$ cat config.mk
export PLATFORM = sky130hd
export DESIGN_NAME = gamepad_report_conditioner_top
export DESIGN_NICKNAME = d
export VERILOG_FILES = /design/src/hw/rtl/grc_pkg.sv /design/src/hw/rtl/grc_dp.sv /design/src/hw/rtl/grc_ctrl.sv /design/src/hw/rtl/gamepad_report_conditioner_top.sv
export SDC_FILE = /design/constraint.sdc
export NUM_CORES = 2
export LEC_CHECK = 0
export ABC_CLOCK_PERIOD_IN_PS = 22600
export BUFFER_PORTS_ARGS = -buffer_cell sky130_fd_sc_hd__buf_2
export CAP_MARGIN = 20
export CORE_UTILIZATION = 60
export CTS_CLUSTER_DIAMETER = 100
export DETAILED_ROUTE_END_ITERATION = 6
export PLACE_DENSITY = 0.79
export SLEW_MARGIN = 20
export SYNTH_ARGS = -nofsm -noshare
export SYNTH_HDL_FRONTEND = slang
export SYNTH_HIERARCHICAL = 1
export SYNTH_SLANG_ARGS = --single-unit
export TNS_END_PERCENT = 20
$ cat constraint.sdc
create_clock -name clock -period 22.6 [get_ports clock]
set_input_delay 1.13 -clock clock [delete_from_list [all_inputs] [get_ports clock]]
set_output_delay 1.13 -clock clock [all_outputs]
set_load 0.01 [all_outputs]
$ cat src/hw/rtl/grc_pkg.sv
// Package for the gamepad report conditioner.
// Holds the controller-to-datapath command and status types and fixed constants.
// Used by grc_ctrl, grc_dp and gamepad_report_conditioner_top; depends on nothing.
package grc_pkg;

   typedef enum logic [3:0] {
      OP_NONE,
      OP_LOAD,
      OP_SQX,
      OP_SQY,
      OP_SQDZ,
      OP_CHECK,
      OP_ROOT,
      OP_SCALE,
      OP_DIV,
      OP_SAVE,
      OP_FINISH
   } dp_op_type;

   typedef struct packed {
      dp_op_type op;
      logic      stick;
   } dp_cmd_type;

   typedef struct packed {
      logic poll_ok;
      logic reject;
   } dp_status_type;

   localparam logic        CSR_LEFT_DZ    = 1'b0;
   localparam logic        CSR_RIGHT_DZ   = 1'b1;
   localparam logic [14:0] LEFT_DZ_RESET  = 15'd7849;
   localparam logic [14:0] RIGHT_DZ_RESET = 15'd8689;
   localparam logic [14:0] AXIS_MAX       = 15'h7fff;
   localparam logic [31:0] ROOT_BIT_INIT  = 32'h4000_0000;
   localparam logic [3:0]  ITER_LAST      = 4'd15;
   localparam logic        STICK_LEFT     = 1'b0;
   localparam logic        STICK_RIGHT    = 1'b1;

endpackage

$ cat src/hw/rtl/grc_dp.sv
// Datapath of the gamepad report conditioner: input word, history, dead-zone registers,
// shared squarer, bit-serial square root, bit-serial divider and the result word register.
// Depends on grc_pkg for the command and status types and constants.
module grc_dp (
   input  logic                 clock,
   input  logic                 reset,
   input  grc_pkg::dp_cmd_type  cmd,
   output grc_pkg::dp_status_type status,
   input  logic                 csr_write_enable,
   input  logic                 csr_index,
   input  logic [14:0]          csr_write_data,
   input  logic                 req_poll_ok,
   input  logic [15:0]          req_button_word,
   input  logic [7:0]           req_trigger_left_raw,
   input  logic [7:0]           req_trigger_right_raw,
   input  logic signed [15:0]   req_left_x_raw,
   input  logic signed [15:0]   req_left_y_raw,
   input  logic signed [15:0]   req_right_x_raw,
   input  logic signed [15:0]   req_right_y_raw,
   output logic                 rsp_read_error,
   output logic [15:0]          rsp_buttons_now,
   output logic [15:0]          rsp_buttons_changed,
   output logic [15:0]          rsp_trigger_left_level,
   output logic [15:0]          rsp_trigger_right_level,
   output logic [3:0]           rsp_analog_changed,
   output logic [15:0]          rsp_left_magnitude,
   output logic [15:0]          rsp_right_magnitude,
   output logic signed [15:0]   rsp_left_x_out,
   output logic signed [15:0]   rsp_left_y_out,
   output logic signed [15:0]   rsp_right_x_out,
   output logic signed [15:0]   rsp_right_y_out
);

   logic        ok_ff;
   logic [15:0] btn_ff;
   logic [7:0]  tl_ff, tr_ff;
   logic [15:0] lx_ff, ly_ff, rx_ff, ry_ff;
   logic [15:0] prev_btn_ff;
   logic [15:0] prev_trig_ff;
   logic [63:0] prev_axes_ff;
   logic [14:0] left_dz_ff, right_dz_ff;
   logic [31:0] sum_ff;
   logic [29:0] dz2_ff;
   logic        zero_ff;
   logic [31:0] rem_ff, root_ff, bit_ff;
   logic [14:0] drem_ff;
   logic [15:0] quo_ff;
   logic [15:0] left_mag_ff, right_mag_ff;

   logic [15:0] sel_x, sel_y;
   logic [16:0] abs_x, abs_y;
   logic [14:0] dz;
   logic [16:0] mul_a;
   logic [33:0] prod;
   logic [31:0] trial;
   logic        root_ge;
   logic [14:0] cap, diff, divisor;
   logic [30:0] num;
   logic [15:0] div_t;
   logic        div_ge;
   logic [15:0] div_sub;
   logic [3:0]  chg;
   logic [15:0] tl_level, tr_level;

   always_comb begin
      sel_x = (cmd.stick == grc_pkg::STICK_RIGHT) ? rx_ff : lx_ff;
      sel_y = (cmd.stick == grc_pkg::STICK_RIGHT) ? ry_ff : ly_ff;
      dz    = (cmd.stick == grc_pkg::STICK_RIGHT) ? right_dz_ff : left_dz_ff;
      abs_x = sel_x[15] ? (17'h10000 - {1'b0, sel_x}) : {1'b0, sel_x};
      abs_y = sel_y[15] ? (17'h10000 - {1'b0, sel_y}) : {1'b0, sel_y};
      case (cmd.op)
         grc_pkg::OP_SQX: mul_a = abs_x;
         grc_pkg::OP_SQY: mul_a = abs_y;
         default:         mul_a = {2'b00, dz};
      endcase
      prod    = {17'd0, mul_a} * {17'd0, mul_a};
      trial   = root_ff + bit_ff;
      root_ge = rem_ff >= trial;
      cap     = (root_ff > {17'd0, grc_pkg::AXIS_MAX}) ? grc_pkg::AXIS_MAX : root_ff[14:0];
      diff    = cap - dz;
      num     = {diff, 16'd0} - {16'd0, diff};
      divisor = grc_pkg::AXIS_MAX - dz;
      div_t   = {drem_ff, quo_ff[15]};
      div_ge  = div_t >= {1'b0, divisor};
      div_sub = div_t - {1'b0, divisor};
      chg[0]  = tl_ff != prev_trig_ff[7:0];
      chg[1]  = tr_ff != prev_trig_ff[15:8];
      chg[2]  = (lx_ff != prev_axes_ff[15:0]) || (ly_ff != prev_axes_ff[31:16]);
      chg[3]  = (rx_ff != prev_axes_ff[47:32]) || (ry_ff != prev_axes_ff[63:48]);
      tl_level = {tl_ff, tl_ff};
      tr_level = {tr_ff, tr_ff};
      status.poll_ok = ok_ff;
      status.reject  = (sum_ff <= {2'b00, dz2_ff}) || (dz == grc_pkg::AXIS_MAX);
   end

   // Configuration and report history.
   always_ff @(posedge clock) begin
      if (reset) begin
         left_dz_ff   <= grc_pkg::LEFT_DZ_RESET;
         right_dz_ff  <= grc_pkg::RIGHT_DZ_RESET;
         prev_btn_ff  <= 16'd0;
         prev_trig_ff <= 16'd0;
         prev_axes_ff <= 64'd0;
      end else begin
         if (csr_write_enable) begin
            case (csr_index)
               grc_pkg::CSR_LEFT_DZ:  left_dz_ff  <= csr_write_data;
               grc_pkg::CSR_RIGHT_DZ: right_dz_ff <= csr_write_data;
               default: ;
            endcase
         end
         if (cmd.op == grc_pkg::OP_FINISH && ok_ff) begin
            prev_btn_ff  <= btn_ff;
            prev_trig_ff <= {tr_ff, tl_ff};
            prev_axes_ff <= {ry_ff, rx_ff, ly_ff, lx_ff};
         end
      end
   end

   // Working registers and result word.
   always_ff @(posedge clock) begin
      case (cmd.op)
         grc_pkg::OP_LOAD: begin
            ok_ff  <= req_poll_ok;
            btn_ff <= req_button_word;
            tl_ff  <= req_trigger_left_raw;
            tr_ff  <= req_trigger_right_raw;
            lx_ff  <= req_left_x_raw;
            ly_ff  <= req_left_y_raw;
            rx_ff  <= req_right_x_raw;
            ry_ff  <= req_right_y_raw;
         end
         grc_pkg::OP_SQX: sum_ff <= prod[31:0];
         grc_pkg::OP_SQY: sum_ff <= sum_ff + prod[31:0];
         grc_pkg::OP_SQDZ: dz2_ff <= prod[29:0];
         grc_pkg::OP_CHECK: begin
            zero_ff <= status.reject;
            rem_ff  <= sum_ff;
            root_ff <= 32'd0;
            bit_ff  <= grc_pkg::ROOT_BIT_INIT;
         end
         grc_pkg::OP_ROOT: begin
            if (root_ge) begin
               rem_ff  <= rem_ff - trial;
               root_ff <= (root_ff >> 1) + bit_ff;
            end else begin
               root_ff <= root_ff >> 1;
            end
            bit_ff <= bit_ff >> 2;
         end
         grc_pkg::OP_SCALE: begin
            drem_ff <= num[30:16];
            quo_ff  <= num[15:0];
         end
         grc_pkg::OP_DIV: begin
            drem_ff <= div_ge ? div_sub[14:0] : div_t[14:0];
            quo_ff  <= {quo_ff[14:0], div_ge};
         end
         grc_pkg::OP_SAVE: begin
            if (cmd.stick == grc_pkg::STICK_RIGHT) begin
               right_mag_ff <= zero_ff ? 16'd0 : quo_ff;
            end else begin
               left_mag_ff <= zero_ff ? 16'd0 : quo_ff;
            end
         end
         grc_pkg::OP_FINISH: begin
            rsp_read_error <= ~ok_ff;
            if (ok_ff) begin
               rsp_buttons_now         <= btn_ff;
               rsp_buttons_changed     <= btn_ff ^ prev_btn_ff;
               rsp_trigger_left_level  <= tl_level;
               rsp_trigger_right_level <= tr_level;
               rsp_analog_changed      <= chg;
               rsp_left_magnitude      <= left_mag_ff;
               rsp_right_magnitude     <= right_mag_ff;
               rsp_left_x_out          <= lx_ff;
               rsp_left_y_out          <= ly_ff;
               rsp_right_x_out         <= rx_ff;
               rsp_right_y_out         <= ry_ff;
            end else begin
               rsp_buttons_now         <= 16'd0;
               rsp_buttons_changed     <= 16'd0;
               rsp_trigger_left_level  <= 16'd0;
               rsp_trigger_right_level <= 16'd0;
               rsp_analog_changed      <= 4'd0;
               rsp_left_magnitude      <= 16'd0;
               rsp_right_magnitude     <= 16'd0;
               rsp_left_x_out          <= 16'sd0;
               rsp_left_y_out          <= 16'sd0;
               rsp_right_x_out         <= 16'sd0;
               rsp_right_y_out         <= 16'sd0;
            end
         end
         default: ;
      endcase
   end

endmodule

$ cat src/hw/rtl/grc_ctrl.sv
// Controller of the gamepad report conditioner: sequences the datapath through both sticks
// for a good poll. Owns the request stall and the result valid flag; depends on grc_pkg.
module grc_ctrl (
   input  logic                  clock,
   input  logic                  reset,
   input  logic                  req_valid,
   output logic                  req_stall,
   output logic                  rsp_valid,
   input  logic                  rsp_stall,
   input  grc_pkg::dp_status_type status,
   output grc_pkg::dp_cmd_type   cmd
);

   typedef enum logic [3:0] {
      S_IDLE,
      S_SQX,
      S_SQY,
      S_SQDZ,
      S_CHECK,
      S_ROOT,
      S_SCALE,
      S_DIV,
      S_SAVE,
      S_FINISH
   } state_type;

   state_type   state_ff;
   logic        stick_ff;
   logic [3:0]  count_ff;
   logic        rsp_valid_ff;
   logic        can_finish;

   always_comb begin
      can_finish = ~rsp_valid_ff | ~rsp_stall;
      req_stall  = state_ff != S_IDLE;
      rsp_valid  = rsp_valid_ff;
      cmd.stick  = stick_ff;
      case (state_ff)
         S_IDLE:   cmd.op = req_valid ? grc_pkg::OP_LOAD : grc_pkg::OP_NONE;
         S_SQX:    cmd.op = grc_pkg::OP_SQX;
         S_SQY:    cmd.op = grc_pkg::OP_SQY;
         S_SQDZ:   cmd.op = grc_pkg::OP_SQDZ;
         S_CHECK:  cmd.op = grc_pkg::OP_CHECK;
         S_ROOT:   cmd.op = grc_pkg::OP_ROOT;
         S_SCALE:  cmd.op = grc_pkg::OP_SCALE;
         S_DIV:    cmd.op = grc_pkg::OP_DIV;
         S_SAVE:   cmd.op = grc_pkg::OP_SAVE;
         S_FINISH: cmd.op = can_finish ? grc_pkg::OP_FINISH : grc_pkg::OP_NONE;
         default:  cmd.op = grc_pkg::OP_NONE;
      endcase
   end

   always_ff @(posedge clock) begin
      if (reset) begin
         state_ff     <= S_IDLE;
         stick_ff     <= grc_pkg::STICK_LEFT;
         count_ff     <= 4'd0;
         rsp_valid_ff <= 1'b0;
      end else begin
         if (state_ff == S_FINISH && can_finish) begin
            rsp_valid_ff <= 1'b1;
         end else if (!rsp_stall) begin
            rsp_valid_ff <= 1'b0;
         end
         case (state_ff)
            S_IDLE: begin
               stick_ff <= grc_pkg::STICK_LEFT;
               if (req_valid) begin
                  state_ff <= S_SQX;
               end
            end
            S_SQX: begin
               state_ff <= status.poll_ok ? S_SQY : S_FINISH;
            end
            S_SQY:  state_ff <= S_SQDZ;
            S_SQDZ: state_ff <= S_CHECK;
            S_CHECK: begin
               count_ff <= 4'd0;
               state_ff <= status.reject ? S_SAVE : S_ROOT;
            end
            S_ROOT: begin
               count_ff <= count_ff + 4'd1;
               if (count_ff == grc_pkg::ITER_LAST) begin
                  state_ff <= S_SCALE;
               end
            end
            S_SCALE: begin
               count_ff <= 4'd0;
               state_ff <= S_DIV;
            end
            S_DIV: begin
               count_ff <= count_ff + 4'd1;
               if (count_ff == grc_pkg::ITER_LAST) begin
                  state_ff <= S_SAVE;
               end
            end
            S_SAVE: begin
               if (stick_ff == grc_pkg::STICK_LEFT) begin
                  stick_ff <= grc_pkg::STICK_RIGHT;
                  state_ff <= S_SQX;
               end else begin
                  state_ff <= S_FINISH;
               end
            end
            S_FINISH: begin
               if (can_finish) begin
                  state_ff <= S_IDLE;
               end
            end
            default: state_ff <= S_IDLE;
         endcase
      end
   end

endmodule

$ cat src/hw/rtl/gamepad_report_conditioner_top.sv
// A failed poll passes through S_SQX to S_FINISH, which registers its word; a valid poll also
// runs the 16-step square root and 16-step divider for each stick outside the dead zone.
// No new poll is taken until the last finishes; the shared root and divide unit is the limit.
// A finished word waits in the output register while the next one is accepted.
// Reset is synchronous: history clears to zero and the dead-zone registers take their defaults.
module gamepad_report_conditioner_top (
   input  logic               clock,
   input  logic               reset,
   input  logic               csr_write_enable,
   input  logic               csr_index,
   input  logic [14:0]        csr_write_data,
   input  logic               req_valid,
   output logic               req_stall,
   input  logic               req_poll_ok,
   input  logic [15:0]        req_button_word,
   input  logic [7:0]         req_trigger_left_raw,
   input  logic [7:0]         req_trigger_right_raw,
   input  logic signed [15:0] req_left_x_raw,
   input  logic signed [15:0] req_left_y_raw,
   input  logic signed [15:0] req_right_x_raw,
   input  logic signed [15:0] req_right_y_raw,
   output logic               rsp_valid,
   input  logic               rsp_stall,
   output logic               rsp_read_error,
   output logic [15:0]        rsp_buttons_now,
   output logic [15:0]        rsp_buttons_changed,
   output logic [15:0]        rsp_trigger_left_level,
   output logic [15:0]        rsp_trigger_right_level,
   output logic [3:0]         rsp_analog_changed,
   output logic [15:0]        rsp_left_magnitude,
   output logic [15:0]        rsp_right_magnitude,
   output logic signed [15:0] rsp_left_x_out,
   output logic signed [15:0] rsp_left_y_out,
   output logic signed [15:0] rsp_right_x_out,
   output logic signed [15:0] rsp_right_y_out
);

   grc_pkg::dp_cmd_type    cmd;
   grc_pkg::dp_status_type status;

   grc_ctrl u_ctrl (
      .clock     (clock),
      .reset     (reset),
      .req_valid (req_valid),
      .req_stall (req_stall),
      .rsp_valid (rsp_valid),
      .rsp_stall (rsp_stall),
      .status    (status),
      .cmd       (cmd)
   );

   grc_dp u_dp (
      .clock                   (clock),
      .reset                   (reset),
      .cmd                     (cmd),
      .status                  (status),
      .csr_write_enable        (csr_write_enable),
      .csr_index               (csr_index),
      .csr_write_data          (csr_write_data),
      .req_poll_ok             (req_poll_ok),
      .req_button_word         (req_button_word),
      .req_trigger_left_raw    (req_trigger_left_raw),
      .req_trigger_right_raw   (req_trigger_right_raw),
      .req_left_x_raw          (req_left_x_raw),
      .req_left_y_raw          (req_left_y_raw),
      .req_right_x_raw         (req_right_x_raw),
      .req_right_y_raw         (req_right_y_raw),
      .rsp_read_error          (rsp_read_error),
      .rsp_buttons_now         (rsp_buttons_now),
      .rsp_buttons_changed     (rsp_buttons_changed),
      .rsp_trigger_left_level  (rsp_trigger_left_level),
      .rsp_trigger_right_level (rsp_trigger_right_level),
      .rsp_analog_changed      (rsp_analog_changed),
      .rsp_left_magnitude      (rsp_left_magnitude),
      .rsp_right_magnitude     (rsp_right_magnitude),
      .rsp_left_x_out          (rsp_left_x_out),
      .rsp_left_y_out          (rsp_left_y_out),
      .rsp_right_x_out         (rsp_right_x_out),
      .rsp_right_y_out         (rsp_right_y_out)
   );

endmodule
-- Word level (Yosys, flattened, before mapping)
Index checks and enable logic that the tools add are counted.
- flip-flop bits (word level): 620
- input bits: 118
- output and inout port bits: 167
- add/subtract/negate cells: 11
- $mul: 1
- order comparisons: 4
- equal/unequal tests: 33
- mux-type cells: 32
- bitwise gates (word level): 7
- reductions and logical operators: 20
- operators with widths (kind ; number):
    $pmux 32 s2 ; 4
    $pmux 4 s10 ; 2
    $add 32x32->32 ; 2
    $mux 32 ; 2
    $ne 16x16->1 ; 4
    $mux 16 ; 3
    $mux 15 ; 3
    $mux 17 ; 2
    $pmux 17 s2 ; 1
    $sub 17x16->17 const A ; 2
    $add 31x32->32 ; 1
    $eq 4x3->1 const B ; 8
    $ge 32x32->1 ; 1
    $gt 32x15->1 const B ; 1
    $le 32x30->1 ; 1
    $mul 17x17->32 ; 1
    $mux 4 ; 8
    $pmux 16 s2 ; 1
    $sub 32x32->32 ; 1
    $sub 31x15->31 ; 1
    $pmux 15 s2 ; 1
    $sub 15x15->15 ; 2
    $eq 4x4->1 const B ; 6
    $eq 4x2->1 const B ; 4
    22 further kinds ; 46

-- Logic depth before layout (Yosys ltp)
- word-level depth: 9
- mapped depth: 49

-- By module
Netlist, hierarchy kept.
- by module, submodules not included (module ; instances ; cells an instance ; area each (um^2) ; sequential area each (um^2)):
    grc_dp ; 1 ; 3821 ; 38599.5 ; 16065.4
    grc_ctrl ; 1 ; 81 ; 638.1 ; 200.2

-- Worst setup path before layout
OpenSTA, ideal clock, no wires.
- path type: input to register
- start point: in rsp_stall
- end point: reg u_dp.sum_ff[28] (data pin)
- library setup time: 162 ps
- data arrival time: 10037 ps
- required time: 22438 ps
- slack: 12401 ps
- cell stages on the path: 39
- path buffers: 1
- cell sequence: nand3_1 -> nand3_1 -> o21ai_0 -> nor2_1 -> nand2_1 -> clkinv_1 -> o211ai_1 -> a21boi_1 -> clkbuf_1 -> nand2_1 -> fa_1 -> inv_1 -> fa_1 -> inv_1 -> fa_1 -> inv_1 -> fa_1 -> fa_1 -> (+3 left out) -> ha_1 -> a21oi_1 -> nand2_1 -> a211o_1 -> a21o_1 -> a21oi_1 -> xnor2_1 -> ha_1 -> a21o_1 -> a21oi_1 -> o21ai_0 -> a31oi_1 -> o21ai_0 -> a21oi_1 -> nor2b_1 -> o21ai_0 -> mux2_2 -> o2111ai_1
- RTL lines (element ; RTL line ; source):
    from (decl) ; gamepad_report_conditioner_top.sv:23 ; input logic rsp_stall,
    to (signal assigned) ; grc_dp.sv:133 ; grc_pkg::OP_SQX: sum_ff <= prod[31:0];
    to (signal assigned) ; grc_dp.sv:134 ; grc_pkg::OP_SQY: sum_ff <= sum_ff + prod[31:0];
    to (decl) ; grc_dp.sv:42 ; logic [31:0] sum_ff;

==> tab_implementation.tex <==
\begin{tabular}{lr}
\hline
Metric & Value \\
\hline
\multicolumn{2}{l}{\textbf{Synthesis}} \\
Distinct cells, synth & 85 \\
Post-synth ARST share & 0 \\
Combined area of all synthesized cells & around 39,000 um2 \\
Area fraction of the dominant cell type after synthesis & 0.345 \\
Number of enable flip-flop cells after synthesis & 451 \\
Mean Syn Cell Area & about 10 um2 \\
Synthesis-stage register bit count & between 500 and 600 \\
Biggest area contributors in the synthesized netlist & sky130\_fd\_sc\_hd\_\_edfxtp\_1 35\%, sky130\_fd\_sc\_hd\_\_fa\_1 9.6\%, sky130\_fd\_sc\_hd\_\_ha\_1 8.5\% \\
Number of instances in the synthesized netlist & 3,902 \\
Sequential area share after synthesis & 0.415 \\
Total of warnings raised by yosys & 6 \\
Post-synthesis cell type with the largest combined area & sky130\_fd\_sc\_hd\_\_edfxtp\_1 \\
Most frequently used flop master after synthesis & sky130\_fd\_sc\_hd\_\_edfxtp\_1 \\
\multicolumn{2}{l}{\textbf{Worst setup path}} \\
Crit Path Category & reg -> reg \\
Worst EP required & 23.06 ns \\
Worst-path fanout max & 37 \\
Longest individual stage delay on the worst path & 0.73 ns \\
Capturing element type of the critical path & register \\
Critical Path Start Type & register \\
Cell with the biggest individual delay on the critical path & sky130\_fd\_sc\_hd\_\_o21ai\_0 \\
Data arrival, critical path & 11.99 ns \\
\multicolumn{2}{l}{\textbf{Timing}} \\
Max Clock Skew & slightly above 0.06 ns \\
Slew Limit Headroom & 0.242 \\
Setup repair after global routing missed its margin & false \\
Period utilization & 0.510 \\
Achievable clock frequency & 86.7 MHz \\
Setup\_tns & 0 ns \\
Endpoints failing hold & 0 \\
Tightest Pin Transition & 1.14 ns \\
Slew Limit Fails & 0 \\
Fin worst setup slack & 11.07 ns \\
Setup Viol. Count Final & 0 \\
Min Clock Period, post-route & 11.53 ns \\
\multicolumn{2}{l}{\textbf{Die}} \\
Number of top-level pins & 285 \\
Number of rows created at floorplan & 93 \\
Vertical extent of the die & 258 um \\
Floorplan Core Area & 64,600 um2 \\
Initial core utilization & 0.608 \\
Die outline width & between 200 and 300 um \\
Area of the die & about 66,000 um2 \\
\multicolumn{2}{l}{\textbf{Final layout}} \\
Final Cell Area & 43,600 um2 \\
Final Net Count & 4,729 \\
Layout overhead on the synthesized area & 11.2\% \\
Fill cell instance count of the final layout & just under 5,000 \\
Share of final-layout standard cells stronger than drive strength 1 & 0.112 \\
End-of-flow core utilization & 0.676 \\
\multicolumn{2}{l}{\textbf{Clock network}} \\
Clock tree sinks & 587 \\
Max H-tree Level & 2 \\
Clock-pin slew reported for the worst setup and hold paths after clock tree synthesis & 0.06 ns \\
CTS Buf Count & 61 \\
Clk\_lat worst skew & 0.66 ns \\
Maximum buffer depth of the clock tree & 3 \\
Number of buffers added for setup after CTS & 0 \\
Number of instances resized during post-cts repair & 0 \\
Post-cts hold buffer count & 0 \\
Clock tree root driver cell & sky130\_fd\_sc\_hd\_\_clkbuf\_16 \\
TritonCTS clock tree & done \\
\multicolumn{2}{l}{\textbf{Place}} \\
Placement-stage cell area & 41,500 um2 \\
Detail Placement HPWL & $\sim$68,000 um \\
Number of port buffers & 284 \\
Weighted congestion at the end of routability-driven global placement & between 0.9 and 1 \\
Placement-stage worst setup slack & 10.96 ns \\
\multicolumn{2}{l}{\textbf{Global route}} \\
Via count of the first global-routing pass & 27,500 \\
Global route total overflow & 0 \\
Total track usage & 0.270 \\
Wire length of the first global-routing pass & 143,000 um \\
Antenna violations before repair & 7 \\
Pin count of the biggest net entering global routing & 97 \\
\multicolumn{2}{l}{\textbf{Detailed routing}} \\
First-pass iteration count of the detailed router & 5 \\
Total number of vias & 28,900 \\
Number of remaining DRC errors & 0 \\
Routed wire length per instance & between 15 and 20 um \\
Antenna-violating nets left & 0 \\
Via-per-instance ratio & 5.69 \\
Final wirelength & just over 90,000 um \\
DRT iter0 DRCs & 2,454 \\
\multicolumn{2}{l}{\textbf{Run}} \\
MaxCap Viol Count & 0 \\
\multicolumn{2}{l}{\textbf{Run status}} \\
Outcome & finished, final reports clean \\
\multicolumn{2}{l}{\textbf{Hold path}} \\
Classification of the worst-slack hold path & reg -> reg \\
\hline
\end{tabular}
## metrics by stage
step	hold WS, ns	std cells
3_3_place_gp	0.438	4950
5_1_grt	0.475	5070
2_1_floorplan	0.432	3934
6_report	0.454	5070
3_5_place_dp	0.447	4950
4_1_cts	0.455	5065
## Yosys cell counts, types with 121 or more instances
cell type,count
sky130_fd_sc_hd__o21ai_0,144
sky130_fd_sc_hd__edfxtp_1,451
sky130_fd_sc_hd__clkbuf_1,121
sky130_fd_sc_hd__nor2_1,191
sky130_fd_sc_hd__fa_1,188
sky130_fd_sc_hd__ha_1,265
sky130_fd_sc_hd__inv_1,348
sky130_fd_sc_hd__dfxtp_1,136
sky130_fd_sc_hd__and2_1,191
sky130_fd_sc_hd__a21oi_1,268
sky130_fd_sc_hd__xnor2_1,209
sky130_fd_sc_hd__nand2_1,518
## registers in the layout, summed over array words and instances (netlist names), 29 cells and up
register	cells
u_dp/root_ff	32
u_dp/dz2_ff	29
u_dp/sum_ff	32
u_dp/rem_ff	32
u_dp/prev_axes_ff	64
## critical path: cells and delay by family, from the launching register on
family                   cells  cell delay (ns)
AO/OA/AOI/OAI               15             3.94
XOR/XNOR                     3             0.65
adder cells (fa/ha/maj)      8             3.27
buffers and inverters        7             1.18
flip-flops                   1             0.72
multiplexers                 1             0.36
AND/OR/NAND/NOR              4             1.26
## layout make-up
class | instances | area (um2) | area share
clock buffer | 88 | 1690 | 0.0387
tap | 855 | 1070 | 0.0245
sequential | 587 | 16300 | 0.373
multi-input combinational | 2833 | 21100 | 0.485
inverter | 350 | 1310 | 0.0301
antenna | 5 | 12.5 | 0.000287
timing repair buffer | 325 | 1730 | 0.0397
clock inverter | 27 | 404 | 0.00926
## metal layers
| metal | part of all wire | GRT usage | vias to the layer above | routed length [um] |
|---|---|---|---|---|
| met5 | 0.00021 | 0 | - | 19 |
| li1 | - | - | 13900 | - |
| met3 | 0.064 | 0.0386 | 209 | 5820 |
| met2 | 0.48 | 0.444 | 995 | 43900 |
| met1 | 0.42 | 0.368 | 13800 | 38500 |
| met4 | 0.033 | 0.0881 | 4 | 2980 |
## cells by family (layout without fill, tap and decap cells)
kind of cell | count (synthesis) | count (layout) | synth area share
and+or+nand+nor | 1222 | 1222 | 0.150
AOI/OAI and AO/OA | 752 | 752 | 0.118
adders and majority gates | 453 | 453 | 0.180
xor gates and xnor gates | 305 | 305 | 0.0681
muxes | 67 | 67 | 0.0174
buffers and inverters | 514 | 790 | 0.0519
DFF | 587 | 587 | 0.415
other | 2 | 39 | 0.000191
## layout by cell type, fill, tap and decap left out, types with 135 or more instances in the layout
master	instances
sky130_fd_sc_hd__dfxtp_1	135
sky130_fd_sc_hd__o21ai_0	142
sky130_fd_sc_hd__nand2_1	517
sky130_fd_sc_hd__a21oi_1	267
sky130_fd_sc_hd__buf_2	283
sky130_fd_sc_hd__and2_1	191
sky130_fd_sc_hd__inv_1	347
sky130_fd_sc_hd__nor2_1	189
sky130_fd_sc_hd__xnor2_1	209
sky130_fd_sc_hd__ha_1	265
sky130_fd_sc_hd__fa_1	188
sky130_fd_sc_hd__edfxtp_1	451
## worst paths after layout
path | from | endpoint | slack [ns] | cells past startpoint
setup / recovery | u_ctrl/state_ff[0] | u_dp/sum_ff[28] | 11.07 | 38
setup reg to reg | u_ctrl/state_ff[0] | u_dp/sum_ff[28] | 11.07 | 38
hold reg to reg | u_dp/left_dz_ff[4] | u_dp/left_dz_ff[4] | 0.45 | 2
hold / removal | u_dp/left_dz_ff[4] | u_dp/left_dz_ff[4] | 0.45 | 2
Power is left out: the tool's default activity adds up to more than one toggle a clock period on the data nets, which glitch-free logic cannot reach.
